===== src/design/doc_pkg.sv =====
// Shared types, constants and fixed-point helpers for the disturbance observer compensator.
// No dependencies; doc_if, doc_mac and the top level refer to this package by scoped names.
`default_nettype none
package doc_pkg;

   localparam int DATA_W = 32;
   localparam int OPND_W = 33;
   localparam int PROD_W = 48;
   localparam int ACC_W  = 56;
   localparam int CSR_IDX_W = 3;
   localparam int COEF_IDX_W = 7;
   localparam logic [16:0] ONE_Q16 = 17'd65536;

   // Configuration register indexes
   localparam logic [CSR_IDX_W-1:0] CSR_Q_ALPHA      = 3'd0;
   localparam logic [CSR_IDX_W-1:0] CSR_INV_GAIN_DC  = 3'd1;
   localparam logic [CSR_IDX_W-1:0] CSR_DIST_MIN     = 3'd2;
   localparam logic [CSR_IDX_W-1:0] CSR_DIST_MAX     = 3'd3;
   localparam logic [CSR_IDX_W-1:0] CSR_CMD_MIN      = 3'd4;
   localparam logic [CSR_IDX_W-1:0] CSR_CMD_MAX      = 3'd5;
   localparam logic [CSR_IDX_W-1:0] CSR_FILTER_ORDER = 3'd6;

   localparam logic REQ_STEP  = 1'b0;
   localparam logic REQ_WRITE = 1'b1;
   localparam logic [1:0] ORDER_TWO = 2'd2;

   typedef enum logic [3:0] {
      ST_IDLE, ST_Y_ISSUE, ST_Y_WAIT, ST_F1_ISSUE, ST_F1_WAIT, ST_F2_ISSUE, ST_F2_WAIT,
      ST_D_ISSUE, ST_D_WAIT, ST_CMD, ST_EMIT, ST_X_ISSUE, ST_X_WAIT
   } doc_state_type;

   // Operand selection for one multiply-accumulate term
   typedef enum logic [2:0] {
      SEL_MEM_MEM, SEL_MEM_LAST, SEL_MEM_U, SEL_ALPHA_F1, SEL_BETA_INNOV,
      SEL_ALPHA_F2, SEL_BETA_F1, SEL_DOUT_GAIN
   } doc_sel_type;

   typedef struct packed {
      logic        valid;
      logic        first;
      logic        last;
      logic        wr;
      doc_sel_type sel;
   } doc_tag_type;

   typedef struct packed {
      logic mul_en;
      logic acc_en;
      logic acc_first;
   } doc_mac_ctl_type;

   function automatic logic signed [ACC_W-1:0] ext32(input logic signed [DATA_W-1:0] v);
      return {{(ACC_W-DATA_W){v[DATA_W-1]}}, v};
   endfunction

   function automatic logic signed [DATA_W-1:0] sat32(input logic signed [ACC_W-1:0] v);
      logic signed [ACC_W-1:0] hi;
      logic signed [ACC_W-1:0] lo;
      hi = 56'sh0000007FFFFFFF;
      lo = -56'sh00000080000000;
      if (v > hi) return 32'sh7FFFFFFF;
      if (v < lo) return 32'sh80000000;
      return v[DATA_W-1:0];
   endfunction

   function automatic logic signed [DATA_W-1:0] clamp32(input logic signed [DATA_W-1:0] v,
                                                       input logic signed [DATA_W-1:0] lo,
                                                       input logic signed [DATA_W-1:0] hi);
      logic signed [DATA_W-1:0] r;
      r = v;
      if (r < lo) r = lo;
      if (r > hi) r = hi;
      return r;
   endfunction

endpackage
`default_nettype wire


===== src/design/doc_mac.sv =====
// Shared Q16.16 multiply-accumulate unit: registered product, then accumulator.
// Depends on doc_pkg for widths and the control struct.
`default_nettype none
module doc_mac (
   input  wire logic                                clock,
   input  wire doc_pkg::doc_mac_ctl_type            ctl,
   input  wire logic signed [doc_pkg::OPND_W-1:0]   opa,
   input  wire logic signed [doc_pkg::OPND_W-1:0]   opb,
   output logic signed      [doc_pkg::ACC_W-1:0]    acc
);
   logic signed [2*doc_pkg::OPND_W-1:0] full;
   logic signed [2*doc_pkg::OPND_W-1:0] shifted;
   logic signed [doc_pkg::PROD_W-1:0]   prod_ff;
   logic signed [doc_pkg::ACC_W-1:0]    prod_ext;
   logic signed [doc_pkg::ACC_W-1:0]    acc_ff;

   assign full     = opa * opb;
   assign shifted  = full >>> 16;   // floor division by 2^16
   assign prod_ext = {{(doc_pkg::ACC_W-doc_pkg::PROD_W){prod_ff[doc_pkg::PROD_W-1]}}, prod_ff};

   always_ff @(posedge clock) begin
      if (ctl.mul_en) begin
         prod_ff <= shifted[doc_pkg::PROD_W-1:0];
      end
      if (ctl.acc_en) begin
         acc_ff <= ctl.acc_first ? prod_ext : acc_ff + prod_ext;
      end
   end

   assign acc = acc_ff;
endmodule
`default_nettype wire

===== config.mk =====
export PLATFORM = sky130hd
export DESIGN_NAME = doc_mac
export DESIGN_NICKNAME = d
export VERILOG_FILES = /design/src/design/doc_pkg.sv /design/src/design/doc_mac.sv
export SDC_FILE = /design/constraint.sdc
export NUM_CORES = 2
export LEC_CHECK = 0
export ABC_AREA = 1
export BUFFER_PORTS_ARGS = -buffer_cell sky130_fd_sc_hd__buf_2
export CAP_MARGIN = 20
export CORE_MARGIN = 5
export CORE_UTILIZATION = 50
export CTS_CLUSTER_DIAMETER = 50
export DETAILED_ROUTE_END_ITERATION = 7
export PLACE_DENSITY = 0.66
export REMOVE_ABC_BUFFERS = 1
export SETUP_SLACK_MARGIN = 0.05
export SLEW_MARGIN = 20
export SYNTH_ARGS = -nofsm -noshare
export SYNTH_HDL_FRONTEND = slang
export SYNTH_SLANG_ARGS = --single-unit

===== constraint.sdc =====
create_clock -name clock -period 13.8 [get_ports clock]
set_input_delay 0.69 -clock clock [delete_from_list [all_inputs] [get_ports clock]]
set_output_delay 0.69 -clock clock [all_outputs]
set_load 0.05 [all_outputs]

Yosys cells after proc, flatten, opt, wreduce, memory -nomap -nowiden

Cells that the tools add are included.
Widths: inputs -> output; s select.

Flip-flop bits (word level): 104
Input bits: 70
Output and inout port bits: 56
Logic and storage cells: 5

$add $sub $neg: 1
Multiply operators: 1
Muxes and demuxes: 1

Operator list:

| cell           | number |
|---|---|
| $mul 33x33->64 | 1 |
| $add 56x48->56 | 1 |
| $mux 56        | 1 |

Logic depth before layout (Yosys ltp)

Depth in word-level cells: 2
Mapped depth: 32
Mapped depth without buffers: 30

Least setup slack after synthesis

OpenSTA, ideal clock, no wires.

Path kind: input to register
Start: input opb[10] in the netlist's numbering
End: register prod_ff[46] in the netlist's numbering, data pin
Setup time: 0.252 ns
Arrival: 7.362 ns
Required time: 13.548 ns
Setup slack: 6.186 ns
Cell stages on the path: 28
Buffers on the path: 2
Path through: clkbuf_1 > clkbuf_1 > nand2_1 > inv_1 > fa_1 > inv_1 > fa_1 > inv_1 > fa_1 > inv_1 > fa_1 > fa_1 > inv_1 > fa_1 > inv_1 > fa_1 > fa_1 > inv_1 > ha_1 > nand2_1 > nor2_1 > inv_1 > nor2_1 > inv_1 > nor4_1 > nand2_1 > nand3_1 > nand2_1

Cells in the longest elaborated chain, start to end: 1

RTL lines:

| item                    | line          | source |
|---|---|---|
| start, declared         | doc_mac.sv:8  | `input wire logic signed [doc_pkg::OPND_W-1:0] opb,` |
| $mul 33x33->64          | doc_mac.sv:17 | `assign full = opa * opb;` |
| named net full, one bit | doc_mac.sv:11 | `logic signed [2*doc_pkg::OPND_W-1:0] full;` |
| end signal, assigned    | doc_mac.sv:23 | `prod_ff <= shifted[doc_pkg::PROD_W-1:0];` |
| end, declared           | doc_mac.sv:13 | `logic signed [doc_pkg::PROD_W-1:0] prod_ff;` |

The timed path passes the listed nets, and every way through them passes these cells.
A chain may end at the register's enable or synchronous reset.

Worst setup path after layout

Start: input opb[6] in the netlist's numbering
End: register prod_ff[35] in the netlist's numbering, data pin

The elaborated chain is that of the path after synthesis.

==> flow_metrics.py <==
metrics = {
    "synthesis": {
        "syn_area_mm2": 0.0488,
        "ys_warn_count": 0,
        "syn_inst": 6487,
        "synth_seq_cells": 104,
        "seq_area_frac_synth_pct": 6.40,
        "synth_xor_area_share_pct": 0.754,
        "synth.mux.area_fraction_pct": 0,
        "synthSimpleGateAreaFrac_pct": 19.8,
        "async_flop_share_pct": 0,
        "synth_top_family_by_area": "adder cells",
        "yosysMostFrequentCell": "inv_1",
        "synth_cell_types": 34,
        "synth_flop_cell": "edfxtp_1",
        "yosysTopAreaCell": "fa_1",
        "synth_edf_count": 104,
        "synth-adder-area-share_pct": 52.9,
        "synth.area.top_cells": "fa_1, inv_1, nand2_1",
        "synth.top_cell.area_share_pct": 46.2,
        "synth_area_per_cell_um2": 7.52,
        "synth_compound_area_share_pct": 2.89,
        "yosys-top-cells-count": "inv_1, nand2_1, fa_1, nor2_1, clkbuf_1",
    },
    "drt": {
        "routed_via_density": 5.12,
        "drcViolationCount": 0,
        "drt_wl_total_mm": 144,
        "drtIter0Drc": 2525,
        "avgRoutedWirePerCell_um": 18.7,
        "vias": 39300,
        "final_antenna_net_count": 0,
        "dr.pass1.iters": 5,
    },
    "timing": {
        "fin_setup_tns_ns": 0,
        "fin_skew_ns": 0.0322,
        "setup_viol": 0,
        "period_needed_ns": 8.43,
        "clock.fmax_mhz": 119,
        "rsz0062_at_grt": "no",
        "slew_headroom_pct": 32.1,
        "fin_crit_sh_pct": 61.1,
        "worstMarginPinSlew_ns": 1.02,
        "report.final.slew_viol_count": 0,
        "finalHoldViolCount": 0,
    },
    "global_route": {
        "grt_pass1_wl_mm": 233,
        "antenna_found_initial": 0,
        "grt_max_degree": 59,
        "grt_overflow": 0,
        "grt_use_total_pct": 28.5,
        "first_global_vias": 42400,
    },
    "finish": {
        "n_fill_cell": 9443,
        "final_core_util_pct": 52.4,
        "n_antenna_cell": 0,
        "syn_to_final_growth_pct": 3.83,
        "fin_nets": 7856,
        "layout-drive-gt1-share_pct": 3.56,
        "fin_area_mm2": 0.0506,
        "layout.cells.non_filler": 7680,
    },
    "floorplan": {
        "die-area_mm2": 0.104,
        "chipWidth_um": 322,
        "start_util_pct": 50.4,
        "rows": 114,
        "core_area_mm2": 0.0967,
        "num_io_pins": 126,
        "fp.dieH_um": 322,
    },
    "critical_path": {
        "cp-end-kind": "flip-flop",
        "cpMostUsedCell": "fa_1",
        "critPathRequiredTime_ns": 13.95,
        "path_class": "in -> reg",
        "crit_slowest_cell": "fa_1",
        "critPathLaunchType": "input pin",
        "cp_data_arrival_time_ns": 8.57,
        "path_max_fanout": 33,
        "critPathMaxStageDelay_ns": 0.75,
    },
    "hold_path": {
        "min_path_type": "reg -> reg",
    },
    "placement": {
        "place.gp.congestion": 0.997,
        "io_buffers": 125,
        "place_inst": 7664,
        "hpwl_mm": 120,
        "placed_cell_area_mm2": 0.0503,
    },
    "clock_tree": {
        "cts_root_buf": "clkbuf_16",
        "cts_tree": "built",
        "post_cts_buffers": 0,
        "clock_sinks": 104,
        "hold_buffers": 0,
        "clockBufferDepth": 2,
        "numCtsBuffers": 9,
        "clk_pin_slew_ns": 0.10,
        "worstSkewPairLatency_ns": 0.38,
        "htree_levels": 3,
        "cts_resized": 0,
    },
    "status": {
        "status": "finished clean",
    },
    "run": {
        "cap_violations": 0,
    },
}
[cells by family after synthesis]
family          Yosys count
compound gates          263
xor+xnor                 42
fa+ha+maj              1387
buf+inv                2248
flops                   104
simple gates           2443
[per-layer routing]
layer	vias to the layer above	wire [um]	global-route usage [%]
li1	18000	-	-
met1	19800	60700	38.9
met2	1339	70100	49.9
met3	202	9950	3.38
met4	0	2950	5.07
met5	-	0	0
[state kept, by name, indices dropped and copies added, names as in the netlist]
name / cells
prod_ff: 48
acc: 56
[cells in the final DEF (no fill, tap or decap), types with 13 or more instances in the layout]
cell type,netlist,final
inv_2,13,13
nor3_1,15,15
nand3_1,156,156
a21oi_1,146,146
buf_4,0,45
o21bai_1,19,19
fa_1,1125,1124
ha_1,262,262
nor2_1,267,267
o21ai_0,70,70
nand2_1,1909,1909
inv_1,1966,1966
xor2_1,32,32
edfxtp_1,104,104
nand4_1,32,32
or2_2,23,23
buf_2,0,125
[layout make-up]
class,instances,area (um2),share of cell area (%)
clock inverter,6,85.1,0.168
inverter,1979,7430,14.7
sequential,104,3120,6.17
multi-input combinational,4135,37200,73.5
timing repair buffer,170,963,1.90
tap,1276,1600,3.15
clock buffer,10,229,0.452
[through the flow]
stage               setup slack (ns)  hold slack, ns
floorplan                       6.45           0.522
CTS                             5.38           0.566
detailed placement              4.96           0.548
global route                    4.84           0.592
global placement                5.11           0.538
finish                          5.37           0.566
[worst max-delay path: cells and delay by family]
| family | cells | cell delay, ns |
|---|---|---|
| compound gates | 5 | 1.11 |
| fa+ha+maj | 9 | 4.55 |
| buf+inv | 8 | 1.76 |
| simple gates | 4 | 0.45 |
[path summary, 6_finish.rpt]
check	startpoint	to	slack [ns]	cells after the start
min	prod_ff[16]$_DFFE_PP_	acc[16]$_DFFE_PP_	0.57	2
min reg2reg	prod_ff[16]$_DFFE_PP_	acc[16]$_DFFE_PP_	0.57	2
max reg2reg	prod_ff[0]$_DFFE_PP_	acc[54]$_DFFE_PP_	10.80	15
max	opb[6]	prod_ff[35]$_DFFE_PP_	5.37	26
Power is left out: the tool's default activity adds up to more than one toggle a clock period on the data nets, which glitch-free logic cannot reach.
