===== config.mk =====
export PLATFORM = sky130hd
export DESIGN_NAME = doc_store
export DESIGN_NICKNAME = d
export VERILOG_FILES = /design/src/design/doc_store.sv
export SDC_FILE = /design/constraint.sdc
export NUM_CORES = 1
export LEC_CHECK = 0
export ABC_AREA = 1
export BUFFER_PORTS_ARGS = -buffer_cell sky130_fd_sc_hd__clkbuf_2
export CORE_AREA = 2 2 272 341
export CTS_BUF_LIST = sky130_fd_sc_hd__clkbuf_8 sky130_fd_sc_hd__clkbuf_16
export DETAILED_ROUTE_END_ITERATION = 8
export DIE_AREA = 0 0 274 343
export HOLD_SLACK_MARGIN = 0.15
export SETUP_SLACK_MARGIN = 0.4
export SLEW_MARGIN = 20
export SYNTH_ARGS = -nofsm -noshare
export SYNTH_HDL_FRONTEND = slang
export SYNTH_SLANG_ARGS = --single-unit

===== constraint.sdc =====
create_clock -name clock -period 5.3 [get_ports clock]
set_input_delay 0.795 -clock clock [delete_from_list [all_inputs] [get_ports clock]]
set_output_delay 0.795 -clock clock [all_outputs]
set_load 0.01 [all_outputs]

===== src/design/doc_store.sv =====
// Synchronous store with one write and one registered read port.
// Per-entry valid bits make unwritten entries read as zero after reset; no package use.
`default_nettype none
module doc_store #(
   parameter int WIDTH = 32,
   parameter int DEPTH = 25
) (
   input  wire logic                     clock,
   input  wire logic                     reset,
   input  wire logic                     wr_en,
   input  wire logic [$clog2(DEPTH)-1:0] wr_addr,
   input  wire logic [WIDTH-1:0]         wr_data,
   input  wire logic                     rd_en,
   input  wire logic [$clog2(DEPTH)-1:0] rd_addr,
   output logic      [WIDTH-1:0]         rd_data
);
   logic [WIDTH-1:0] mem [DEPTH];
   logic [DEPTH-1:0] vld_ff;
   logic [WIDTH-1:0] rd_data_ff;

   always_ff @(posedge clock) begin
      if (wr_en) begin
         mem[wr_addr] <= wr_data;
      end
      if (rd_en) begin
         rd_data_ff <= vld_ff[rd_addr] ? mem[rd_addr] : '0;
      end
   end

   always_ff @(posedge clock) begin
      if (reset) begin
         vld_ff <= '0;
      end else if (wr_en) begin
         vld_ff[wr_addr] <= 1'b1;
      end
   end

   assign rd_data = rd_data_ff;
endmodule
`default_nettype wire


Yosys cells after proc, flatten, opt, wreduce, memory -nomap -nowiden
Memories as Yosys holds them, arrays and structs flattened. A register that Yosys moved wholly into a read port is not among the register bits.
Cells that the tools add are included.
Widths: inputs -> output; s select.
{"block": "totals", "word_cells": 14, "output_inout_bits": 32, "regBits": 25, "inputBits": 46, "n_memories": 1, "ram_bits": 800}
{"name": "mem", "depth": 25, "word_bits": 32, "rd": 1, "rd_clocked_by_memory_dff": 1, "write_ports": 1, "line_no": "17", "text": "logic [WIDTH-1:0] mem [DEPTH];"}
{"block": "op_classes", "reduce_logical": 2, "bitwise": 1, "order_cmp": 3, "n_mux": 6}
{"cell": "$or 25x25->25", "count": 1}
{"cell": "$lt 5x6->1 const B", "count": 2}
{"cell": "$bmux 1 s5", "count": 1}
{"cell": "$demux 1 s5", "count": 1}
{"cell": "$ge 5x1->1 const B", "count": 1}
{"cell": "$mux 1", "count": 4}
{"cell": "$logic_and 1x1->1", "count": 1}
{"cell": "$logic_not 1->1", "count": 1}

Depth between registers and ports, before layout
{"block": "logic_depth", "word_depth": 5, "mapped_depth": 12}

Worst setup path after synthesis
No wires, ideal clock.
{"block": "synth_path", "path_kind": "input -> register", "start": "input port wr_en", "end": "memory mem[12][0], enable pin", "arrival_ns": 2.558, "setup_slack_ns": 2.320, "required_time_ns": 4.878, "cell_stages": 4, "cell_sequence": "inv_1 nor3_1 inv_1 nor2_1"}
{"block": "synth_via", "elab_chain_cells": 2}
{"element": "start, declared", "line_no": "10", "text": "input wire logic wr_en,"}
{"element": "$mux 1", "line_no": "22", "text": "if (wr_en) begin"}
{"element": "$mux 1 (implied by the code)", "line_no": "23", "text": "mem[wr_addr] <= wr_data;"}
{"element": "end, declared", "line_no": "17"}
Every way passes these cells.

Final worst setup path
{"block": "layout_path", "start": "input port rd_addr[0]", "end": "register rd_data_ff[3] (netlist: rd_data[3]) (read register of mem) (data pin)"}
{"block": "layout_via", "elab_chain_cells": 3}
{"element": "start, declared", "line_no": "14", "text": "input wire logic [$clog2(DEPTH)-1:0] rd_addr,"}
{"element": "$bmux 1 s5", "line_no": "26", "text": "rd_data_ff <= vld_ff[rd_addr] ? mem[rd_addr] : '0;"}
{"element": "$mux 1 (implied by the code)", "line_no": "26"}
{"element": "$logic_not 1->1 (no source line)"}
{"element": "end, declared", "line_no": "19", "text": "logic [WIDTH-1:0] rd_data_ff;"}
Parallel ways exist; a longest one is shown, timed or not. The select of a mux whose other input is x is not followed.
A chain may end at the register's enable or synchronous reset.

==> results <==
- The count of pins over their slew limit is 0.
- The startpoint of the most critical register-to-register path is vld_ff[12].
- The logic depth of the worst setup path including buffers is 11.
- The DRC violation count after routing is 0.
- The clock-pin slew on the worst setup and hold paths is 0.06 ns.
- The actual transition at the worst max-transition pin is 1.13 ns.
- The maximum buffer depth of the clock tree is 3.
- The number of antenna violations at the first check in global routing was 3.
- The overall fraction of global-route tracks in use is 0.206.
- Dividing the detail-routed via count by the number of cells gives 4.99.
- The fraction of post-synthesis cell area in the top cell type by area is 0.693.
- The met2 wirelength from detailed routing is 46.2 mm.
- The die covers 94000 um^2.
- Compared with the post-synthesis result, the final layout area differs by 11.5%.
- The post-detailed-placement half-perimeter wirelength is 50.9 mm.
- The top cell family by delay on the critical path is simple AND/OR/NAND/NOR gates.
- The tool flagged a number of max-cap violations equal to 0.
- The number of DRC markers in iteration 0 is 2376.
- The cell that appears most often on the critical path is sky130_fd_sc_hd__nand2_1.
- The static leakage power is 16.5 nW.
- The detailed router used layers up to and including met5.
- By startpoint and endpoint, the worst setup path is classified as primary input to flip-flop.
- The largest stage delay on the critical path is 0.57 ns.
- The aggregate global routing overflow is 0.
- Wires add up to 96.0 mm.
- The timing-limited maximum frequency is 0.331 GHz.
- The cell area after technology mapping is 36100 um^2.
- Routability-driven placement finished with a final weighted congestion of 0.757.
- Summed over all failing endpoints, the final setup total negative slack is 0 ns.
- The synthesized flop and latch total is 857.
- The TritonCTS clock tree is done.
- STA puts the critical path data required time at 5.68 ns.
- The maximum number of pins on one net before global-route repair is 116.
- The routed metal-1 wire length is 41.0 mm.
- For this run, the register share of the synthesized area comes to 0.707.
- The number of buffers inserted by post-CTS setup repair is 0.
- Counting every sink on the clock net gives 857.
- The number of buffers and inverters on the critical path is 3.
- After synthesis, the most frequently instantiated cells are sky130_fd_sc_hd__nand2_1, sky130_fd_sc_hd__edfxtp_1, sky130_fd_sc_hd__nand3_1.
- The footprint of the multi-input gates is 7980 um^2.
- The largest individual stage delay along the critical path comes from the cell sky130_fd_sc_hd__nand2_2.
- The critical path starts at rd_addr[0].
- The post-synthesis simple-gate area fraction is 0.211.
- Dividing the synthesized area by the synthesized cell count gives 10.6 um^2.
- The I/O pin count is 78.
- For this run, the post-layout net count is 3499.
- The compound-cell area share of the yosys netlist is 0.00489.
- The count of flip-flops with a built-in enable after synthesis is 832.
- Of the cells placed in the final design, the portion with a size suffix greater than 1 is 0.0762.
- Summing over every cut layer, the via total after detailed routing is 23500.
- The run finished with clean final reports.
- The sequential cells in the finished layout cover a total of 25500 um^2.
- The most area-hungry cell type in the Yosys netlist is sky130_fd_sc_hd__edfxtp_1.
- Yosys attributes the largest share of cell area to sky130_fd_sc_hd__edfxtp_1, sky130_fd_sc_hd__nand2_1, sky130_fd_sc_hd__nand3_1, sky130_fd_sc_hd__inv_1, sky130_fd_sc_hd__nor2_1.
- The final hold violation count is 0.
- The routed length on met3 is 5.65 mm.
- The xor/xnor share of the synthesized area is 0.
- The region available for standard cell placement spans 90900 um^2.
- The worst pin sits at a relative slew slack of 0.245.
- Synthesis produced 3413 cells.
- The sort of element at the end of the critical path is a flip-flop.
- The distinct cell type count after synthesis is 18.
- The largest family of logic cells by synthesized area is simple AND/OR/NAND/NOR gates.
- The completed layout was analyzed and its total power is 13.9 mW.
- The internal reg-to-reg setup slack is 3.21 ns.
- The chip width is 274 um.
- The most used flip-flop cell after synthesis is sky130_fd_sc_hd__edfxtp_1.
- The most critical setup path has its endpoint at rd_data[3].
- The Yosys step of the flow raised 0 warnings.
- The number of levels the H-tree was split into is 3.
- The via count of the first global-routing pass came to 22700.
- The class of the tightest hold or removal check is flip-flop to flip-flop.
- The die boundary height is 343 um.
- Setup repair after global routing left no endpoint under its margin.
- The destination of the worst register-to-register timing path is rd_data[3].
- Synthesis produced a netlist with a net count of 3459.
- The number of cell instances on the worst register-to-register path is 9.
- The worst path in the final design needs a cycle of 3.02 ns, including I/O delays and setup.
- The first global-routing pass estimated 143 mm of wire.
- Input and output buffers added on the ports amount to 77.
- After clock tree synthesis, the flow added hold-fix buffers numbering 0.
- At the later pin of the worst-skew pair, clock insertion delay measures 0.63 ns.
- The power density of the placed cells is 345 nW/um^2.
- In this run, post-CTS repair resized a total of 0 instances.
- The worst setup path is launched from a primary input.
- The number of clock buffers added by TritonCTS is 82.
- The number of detailed-route iterations in the first pass is 6.
- The most common cell in the synthesized netlist is sky130_fd_sc_hd__nand2_1.
- The critical path goes through buf_8, inv_8, nand2_1, nand3_1, nand3_1, nand2_1, nor2_1, nand2_1, nand2_2, buf_4, a21oi_1.
- The initial utilization of the core area, before any placement, comes to 0.397.
- The mean routed wirelength per cell is 20.4 um.
- The maximum VDD drop is 0.000215 V.
- The cell sitting at the root of the clock tree is a sky130_fd_sc_hd__clkbuf_16.
- STA puts the critical path data arrival time at 3.40 ns.
- The setup skew after layout is 0.0251 ns.
- The share of cell area taken by muxes after synthesis is 0.
- The count of nets left with antenna violations once routing finished came out at 0.
- The count of standard-cell rows is 124.
- The share of the clock period used by the worst path is 0.570.
- Of the total synthesized cell area, the portion taken by full adders, half adders and majority gates is 0.
- The layout filler cell count is 8472.
- Along the worst path, the maximum fanout reaches 115.
- The final-report setup violation count is 0.
- The async set-or-reset flop fraction in the synthesized netlist is 0.
[worst register-to-register path, stage by stage, from the launching register on]
cell,delay [ns]
sky130_fd_sc_hd__dfxtp_1,0.31
sky130_fd_sc_hd__nand2_1,0.06
sky130_fd_sc_hd__nand3_1,0.08
sky130_fd_sc_hd__nand3_1,0.13
sky130_fd_sc_hd__nand2_1,0.05
sky130_fd_sc_hd__nor2_1,0.12
sky130_fd_sc_hd__nand2_1,0.07
sky130_fd_sc_hd__nand2_2,0.57
sky130_fd_sc_hd__buf_4,0.37
sky130_fd_sc_hd__a21oi_1,0.08
[sequential cells by signal (all words and copies together) (netlist names)]
signal and cells:
mem 800, rd_data 32, vld_ff 25
[power breakdown]
group | internal, mW | switching (mW) | total, mW
Clock | 3.01 | 2.48 | 5.48
Combinational | 0.208 | 0.622 | 0.831
Sequential | 7.53 | 0.0351 | 7.56
[layout by cell type, fill, tap and decap left out, types with 32 or more instances in the layout]
cell type                   instances
sky130_fd_sc_hd__edfxtp_1         832
sky130_fd_sc_hd__a21oi_1           32
sky130_fd_sc_hd__nand2_1         1126
sky130_fd_sc_hd__nand3_1          556
sky130_fd_sc_hd__buf_4             50
sky130_fd_sc_hd__inv_1            536
sky130_fd_sc_hd__nor2_1           119
sky130_fd_sc_hd__clkbuf_16         84
sky130_fd_sc_hd__clkbuf_2          74
[kinds of logic (layout without fill, tap and decap cells)]
family | after synthesis | after routing
AO/OA/AOI/OAI | 34 | 34
buffers and inverters | 684 | 789
flip-flops | 857 | 857
other | 0 | 1
AND/OR/NAND/NOR | 1838 | 1838
[how the worst min path moves through the flow]
stage	start	to	slack, ns	cells past startpoint
2_1_floorplan	vld_ff[13]	vld_ff[13]	0.44	2
3_3_place_gp	vld_ff[20]	vld_ff[20]	0.45	2
3_5_place_dp	vld_ff[21]	vld_ff[21]	0.46	2
4_1_cts	vld_ff[11]	vld_ff[11]	0.47	2
5_1_grt	vld_ff[21]	vld_ff[21]	0.49	2
6_report	vld_ff[7]	vld_ff[7]	0.47	2
[per-stage QoR]
step,util,std cells,hold slack [ns],setup slack (ns),area [um^2]
2_1_floorplan,-,3413,0.440,2.32,36100
6_report,0.442,4716,0.471,2.28,40200
4_1_cts,0.442,4715,0.475,2.36,40200
3_5_place_dp,0.415,4566,0.459,1.67,37700
5_1_grt,0.442,4716,0.492,2.11,40200
3_3_place_gp,0.415,4564,0.450,1.67,37700
[final cells by class]
cell class / instances / share of cell area
Antenna cell: 1 / 0.0000622
Clock buffer: 87 / 0.0533
Clock inverter: 62 / 0.00834
Inverter: 511 / 0.0481
Multi-Input combinational cell: 1872 / 0.198
Sequential cell: 857 / 0.634
Tap cell: 1197 / 0.0372
Timing Repair Buffer: 129 / 0.0207
[routing by layer]
layer | global-route usage | vias to the layer above
met3 | 0.0247 | 164
li1 | - | 11200
met2 | 0.341 | 734
met4 | 0.0794 | 2
met5 | 0 | -
met1 | 0.277 | 11500
Power figures use the tool's default switching activity.
